### src/design/dht_pkg.sv
// Shared types and constants of the double hashing table.
package dht_pkg;

  localparam int OP_W        = 2;
  localparam int NAME_WORD_W = 64;
  localparam int AGE_W       = 8;
  localparam int WEIGHT_W    = 32;
  localparam int HEIGHT_W    = 32;
  localparam int STATUS_W    = 2;
  localparam int CFG_W       = 7;
  localparam int KEY_W       = 11;
  localparam int KEY_BIT_W   = 4;
  localparam int SLOT_ST_W   = 2;

  localparam logic [CFG_W-1:0] TABLE_SIZE_RESET = 7'd64;

  localparam logic [OP_W-1:0] OP_INSERT = 2'd0;
  localparam logic [OP_W-1:0] OP_SEARCH = 2'd1;
  localparam logic [OP_W-1:0] OP_REMOVE = 2'd2;

  localparam logic [STATUS_W-1:0] STATUS_OK        = 2'd0;
  localparam logic [STATUS_W-1:0] STATUS_NOT_FOUND = 2'd1;
  localparam logic [STATUS_W-1:0] STATUS_FULL      = 2'd2;

  localparam logic [SLOT_ST_W-1:0] SLOT_EMPTY    = 2'd0;
  localparam logic [SLOT_ST_W-1:0] SLOT_OCCUPIED = 2'd1;
  localparam logic [SLOT_ST_W-1:0] SLOT_REMOVED  = 2'd2;

  typedef enum logic [2:0] {
    CTL_CLEAR,
    CTL_IDLE,
    CTL_DIV,
    CTL_ISSUE,
    CTL_PROBE,
    CTL_FINISH
  } ctl_state_t;

  typedef struct packed {
    logic clear;
    logic load_req;
    logic div_step;
    logic probe_init;
    logic probe_step;
    logic bad_op;
    logic load_out;
  } dp_cmd_t;

  typedef struct packed {
    logic clear_last;
    logic div_last;
    logic op_valid;
    logic probe_done;
    logic out_busy;
  } dp_status_t;

endpackage

### src/design/dht_ctrl.sv
// Controller state machine of the double hashing table.
module dht_ctrl (
  input  logic                clk,
  input  logic                rst_n,
  input  logic                in_valid,
  output logic                in_ready,
  input  dht_pkg::dp_status_t status,
  output dht_pkg::dp_cmd_t    cmd
);

  dht_pkg::ctl_state_t state_r;
  dht_pkg::ctl_state_t state_nxt;

  always_ff @(posedge clk) begin
    if (!rst_n) begin
      state_r <= dht_pkg::CTL_CLEAR;
    end else begin
      state_r <= state_nxt;
    end
  end

  always_comb begin
    state_nxt = state_r;
    cmd       = '0;
    in_ready  = 1'b0;
    case (state_r)
      dht_pkg::CTL_CLEAR: begin
        cmd.clear = 1'b1;
        if (status.clear_last) begin
          state_nxt = dht_pkg::CTL_IDLE;
        end
      end
      dht_pkg::CTL_IDLE: begin
        in_ready = 1'b1;
        if (in_valid) begin
          cmd.load_req = 1'b1;
          state_nxt    = dht_pkg::CTL_DIV;
        end
      end
      dht_pkg::CTL_DIV: begin
        cmd.div_step = 1'b1;
        if (status.div_last) begin
          state_nxt = dht_pkg::CTL_ISSUE;
        end
      end
      dht_pkg::CTL_ISSUE: begin
        cmd.probe_init = 1'b1;
        if (status.op_valid) begin
          state_nxt = dht_pkg::CTL_PROBE;
        end else begin
          cmd.bad_op = 1'b1;
          state_nxt  = dht_pkg::CTL_FINISH;
        end
      end
      dht_pkg::CTL_PROBE: begin
        cmd.probe_step = 1'b1;
        if (status.probe_done) begin
          state_nxt = dht_pkg::CTL_FINISH;
        end
      end
      dht_pkg::CTL_FINISH: begin
        if (!status.out_busy) begin
          cmd.load_out = 1'b1;
          state_nxt    = dht_pkg::CTL_IDLE;
        end
      end
      default: begin
        state_nxt = dht_pkg::CTL_CLEAR;
      end
    endcase
  end

endmodule

### config.mk
export PLATFORM = sky130hd
export DESIGN_NAME = dht_ctrl
export DESIGN_NICKNAME = d
export VERILOG_FILES = /design/src/design/dht_pkg.sv /design/src/design/dht_ctrl.sv
export SDC_FILE = /design/constraint.sdc
export NUM_CORES = 1
export LEC_CHECK = 0
export BUFFER_PORTS_ARGS = -buffer_cell sky130_fd_sc_hd__buf_2
export CAP_MARGIN = 20
export CORE_AREA = 2 2 39 41
export DETAILED_ROUTE_END_ITERATION = 8
export DIE_AREA = 0 0 41 43
export HOLD_SLACK_MARGIN = 0.06
export SYNTH_ARGS = -nofsm -noshare
export SYNTH_HDL_FRONTEND = slang
export SYNTH_SLANG_ARGS = --single-unit
export TNS_END_PERCENT = 10
### constraint.sdc
create_clock -name clk -period 1.48 [get_ports clk]
set_input_delay 0.074 -clock clk [delete_from_list [all_inputs] [get_ports clk]]
set_output_delay 0.074 -clock clk [all_outputs]
set_load 0.1 [all_outputs]
# Word level (Yosys, flattened, before mapping)
# Index checks and enable logic that the tools add are counted.
word_totals:
  ff_bits: 3
  latch_bits: 0
  mem_bits_rw: 0
  mem_bits_ro: 0
  inputBits: 8
  output_inout_bits: 8
  wordCells: 31
  n_memories: 0
op_classes:
  addsub: 0
  mul: 0
  div: 0
  order_cmp: 0
  n_eq_ne: 10
  shift: 0
  mux: 18
  bitwise: 0
  reduce_logical: 2
ops:
  columns: ["operator", "count"]
  rows:
  - ["$pmux 3 s6", 1]
  - ["$mux 3", 5]
  - ["$mux 1", 12]
  - ["$ne 2x2->1 const B", 5]
  - ["$eq 3x2->1 const B", 2]
  - ["$eq 3x3->1 const B", 2]
  - ["$reduce_and 5->1", 1]
  - ["$eq 3x1->1 const B", 1]
  - ["$logic_not 3->1", 1]

# Depth between registers and ports, before layout
logic_depth:
  word_depth: 3
  depth_mapped: 4
  depth_no_buf: 3

# Worst setup path before layout
# Ideal clock, no wire load.
synth_timing:
  path_type: "register to register"
  start: "register state_r[1]"
  end: "register state_r[1]"
  setup_ns: 0.068
  t_arrival_ns: 3.053
  t_required_ns: 1.412
  slack_ns: -1.640
  stages_incl_launch_ff: 4
  n_path_buf: 1
  period_less_slack_ns: 3.120
  cell_sequence: "dfxtp_1 > buf_2 > nor3b_1 > o21a_1"
synth_between:
  elab_chain_len: 3
  elab_cells_between_ends: 13
  classes_between: "eq/ne (10); mux (1); reduce/logical (2)"
synth_lines:
  columns: ["element", "line", "text"]
  rows:
  - ["start: declaration", "dht_ctrl.sv:11", "dht_pkg::ctl_state_t state_r;"]
  - ["start signal: assignment", "dht_ctrl.sv:16", "state_r <= dht_pkg::CTL_CLEAR;"]
  - ["start signal: assignment", "dht_ctrl.sv:18", "state_r <= state_nxt;"]
  - ["$eq 3x2->1 (tied with other cells)", "dht_ctrl.sv:26", "case (state_r)"]
  - ["$ne 2x2->1 (no line)", null, null]
  - ["$reduce_and 5->1 (no line)", null, null]
# Several ways; a longest one is shown, not always the timed one.
# A chain may end at the register's enable or synchronous reset.

# Final worst setup path
layout_timing:
  start: "register state_r[0]"
  end: "output in_ready"
layout_between:
  elab_chain_len: 2
layout_lines:
  columns: ["element", "line", "text"]
  rows:
  - ["$eq 3x1->1", "dht_ctrl.sv:26", null]
  - ["$mux 1", "dht_ctrl.sv:26", null]
  - ["end: declaration", "dht_ctrl.sv:6", "output logic in_ready,"]
# No other way between the ends.

==> results.md <==
* CP Class: reg -> out
* Worst Tran Pin Value at just under 0.5 ns
* Initial antenna violation count at 0
* Worst flop-to-flop path startpoint: state_r[1]
* Clk buf depth at 2
* Worst setup EP type: output port
* Core Util, Final at 31.4%
* GPL Wtd Cong at 0.766
* Total track usage at 8.93%
* First-pass GRT wire length at 931 um
* Final global-route overflow total at 0
* Final-stage net count at between 50 and 60
* Vias at 244
* CP arrival at 1.33 ns
* Max incr delay on CP at roughly 0.45 ns
* Power Density at 1050 nW/um^2
* CTS H-tree lvls at 1
* Sink Count at 3
* Synthesized net count at 34
* Lkg Pwr at between 0.15 and 0.2 nW
* RSZ-0062 raised after global routing: no
* ANT nets after route at 0
* Setup Skew at 0.000318 ns
* Grt met3 use at under 10%
* Setup TNS at 0 ns
* Async S/R FF share, synth at 0%
* Root buf cell: clkbuf_4
* Commonest cells after routing, fill and taps aside: 9 x buf_2, 6 x buf_12, 3 x nor2_1, 3 x clkbuf_4, 3 x dfxtp_2
* Fin crit period at 1.40 ns
* Number of flops mapped to enable cells by yosys at 0
* Unique masters post-synth at 20
* Routed vias/inst at 4.14
* Core area at approximately 1400 um^2
* Gate Count Post-Synth at 26
* PortBufs at 15
* Final WS setup at about 0.077 ns
* Hold Fails Final Rpt at 0
* Met1 Use GR at 8.33%
* Final max-slew violation count at 0
* Average size of a mapped cell at 8.33 um^2
* Critical-path cell list: nor3b_4 > buf_2
* Clock slew at reported path FFs at roughly 0.040 ns
* Max reg flops at 3
* Hold_sp: rst_n
* Initial Util at about 16%
* Area grow syn2layout at 101%
* Busiest layer in global routing: met4
* Register with the most flip-flops: state_r
* Max cap viols at 0
* Total wire length at 548 um
* Max VDD drop at 0.000538 V
* CTS buffer count at 3
* Synth area leaders: dfxtp_1 28%, nor3b_4 8.7%, o21a_1 6.9%, nor2b_1 5.8%, buf_6 5.2%
* Die area at 1760 um^2
* Hold-fix buffers, CTS at 0
* Top_reg_cell synth: dfxtp_1
* Crit-path slowest cell: buf_2
* Yosys reg bits at 3
* Residual DRC at 0
* # IOs at 16
* Drt pass-1 iters at 2
* Max_slew headroom at about two thirds
* Die Y at 43 um
* Placement Rows at 14
* Regs by FF count: state_r x3
* Vias in the first global route at approximately 270
* Iteration-0 DRC Markers at 1
* Worst slack, placed at 0.229 ns
* Met2 Track Usage GR at 10.9%
* Tcrit/Tclk final at 94.8%
* CP required at roughly 1.4 ns
* Max Freq at 713 MHz
* Worst min path class: in -> reg
* Area after DPL at between 400 and 500 um^2
* CTS tree: built
* Layout cells sized above 1 at 62.8%
* Register area share after synthesis at 27.7%
* Crit path max-delay family: buffers and inverters
* Status: complete, no violations
* Worst-Skew Late Latency at roughly 0.24 ns
* Worst path bufs/invs at 1
* Leading area contributor after synthesis: dfxtp_1
* Yosys warnings at 0
* Final instance area at roughly 430 um^2
* R2R Setup Slk at ~0.35 ns
* Critical path launch point: state_r[0]
* Crit start category: flop
* Diode count at 0
* Die X at between 40 and 50 um
* Share of the synthesized area in the top cell type at 27.7%
* Largest net degree at the start of global routing at 10
* Setup violators final at 0
* Most common cell after layout, fill and taps aside: buf_2
* Critical path fanouts, max at 9
* Routed WL per cell at ~9.3 um
* Synth Cell Area at about 220 um^2
## metrics by stage
stage          power [mW]  cells  hold slack [ns]
6_report            0.455     59           0.0739
5_1_grt             0.472     59           0.0972
4_1_cts             0.459     59           0.0728
3_5_place_dp        0.310     55            0.317
3_3_place_gp        0.309     55            0.318
2_1_floorplan       0.269     26            0.192
## power by group
group / internal [mW] / switching [mW] / total (mW)
logic: 0.0626 / 0.137 / 0.200
clock network: 0.101 / 0.0454 / 0.147
registers: 0.0896 / 0.0184 / 0.108
total: 0.253 / 0.201 / 0.455
## what timing repair did
| action | 4_1_cts | 5_1_grt |
|---|---|---|
| setup endpoints to repair | 0 | 2 |
| setup buffers | 0 | 0 |
| gates resized for setup | 0 | 2 |
## Yosys cell counts (2+ instances only)
master and instances:
dfxtp_1 3, nor2_1 3, nor2b_1 2, o21a_1 2
## worst reg2reg max path: stages, from the launching register on
cell       delay [ns]
dfxtp_2          0.43
nor2b_1          0.07
a2111oi_0        0.41
nor4_1           0.09
## layout make-up
| class | count | area, um^2 |
|---|---|---|
| multi-input cells | 20 | 155 |
| repair buffers | 15 | 165 |
| fillers | 152 | 950 |
| well taps | 16 | 20.0 |
| inverters | 1 | 3.75 |
| clock buffers | 4 | 26.3 |
| flip-flops and latches | 3 | 63.8 |
## path summary, 6_finish.rpt
| kind | end | depth (start not counted) |
|---|---|---|
| worst min register to register | state_r[0] | 2 |
| worst min-delay path | state_r[1] | 2 |
| worst max register to register | state_r[0] | 3 |
| worst max-delay path | in_ready | 2 |
## cell families (layout without fill, tap and decap cells)
group / count (synthesis) / after routing / share of synthesized area [%]
AND/OR/NAND/NOR: 16 / 16 / 49.7
AO/OA/AOI/OAI: 4 / 4 / 13.3
buffers and inverters: 3 / 20 / 9.24
flip-flops: 3 / 3 / 27.7
## layer usage
layer | share of wire [%] | vias up
li1 | - | 122
met1 | 44 | 104
met2 | 43 | 16
met3 | 9.9 | 2
met4 | 2.6 | 0
met5 | 0 | -
(Power assumes the default switching activity.)
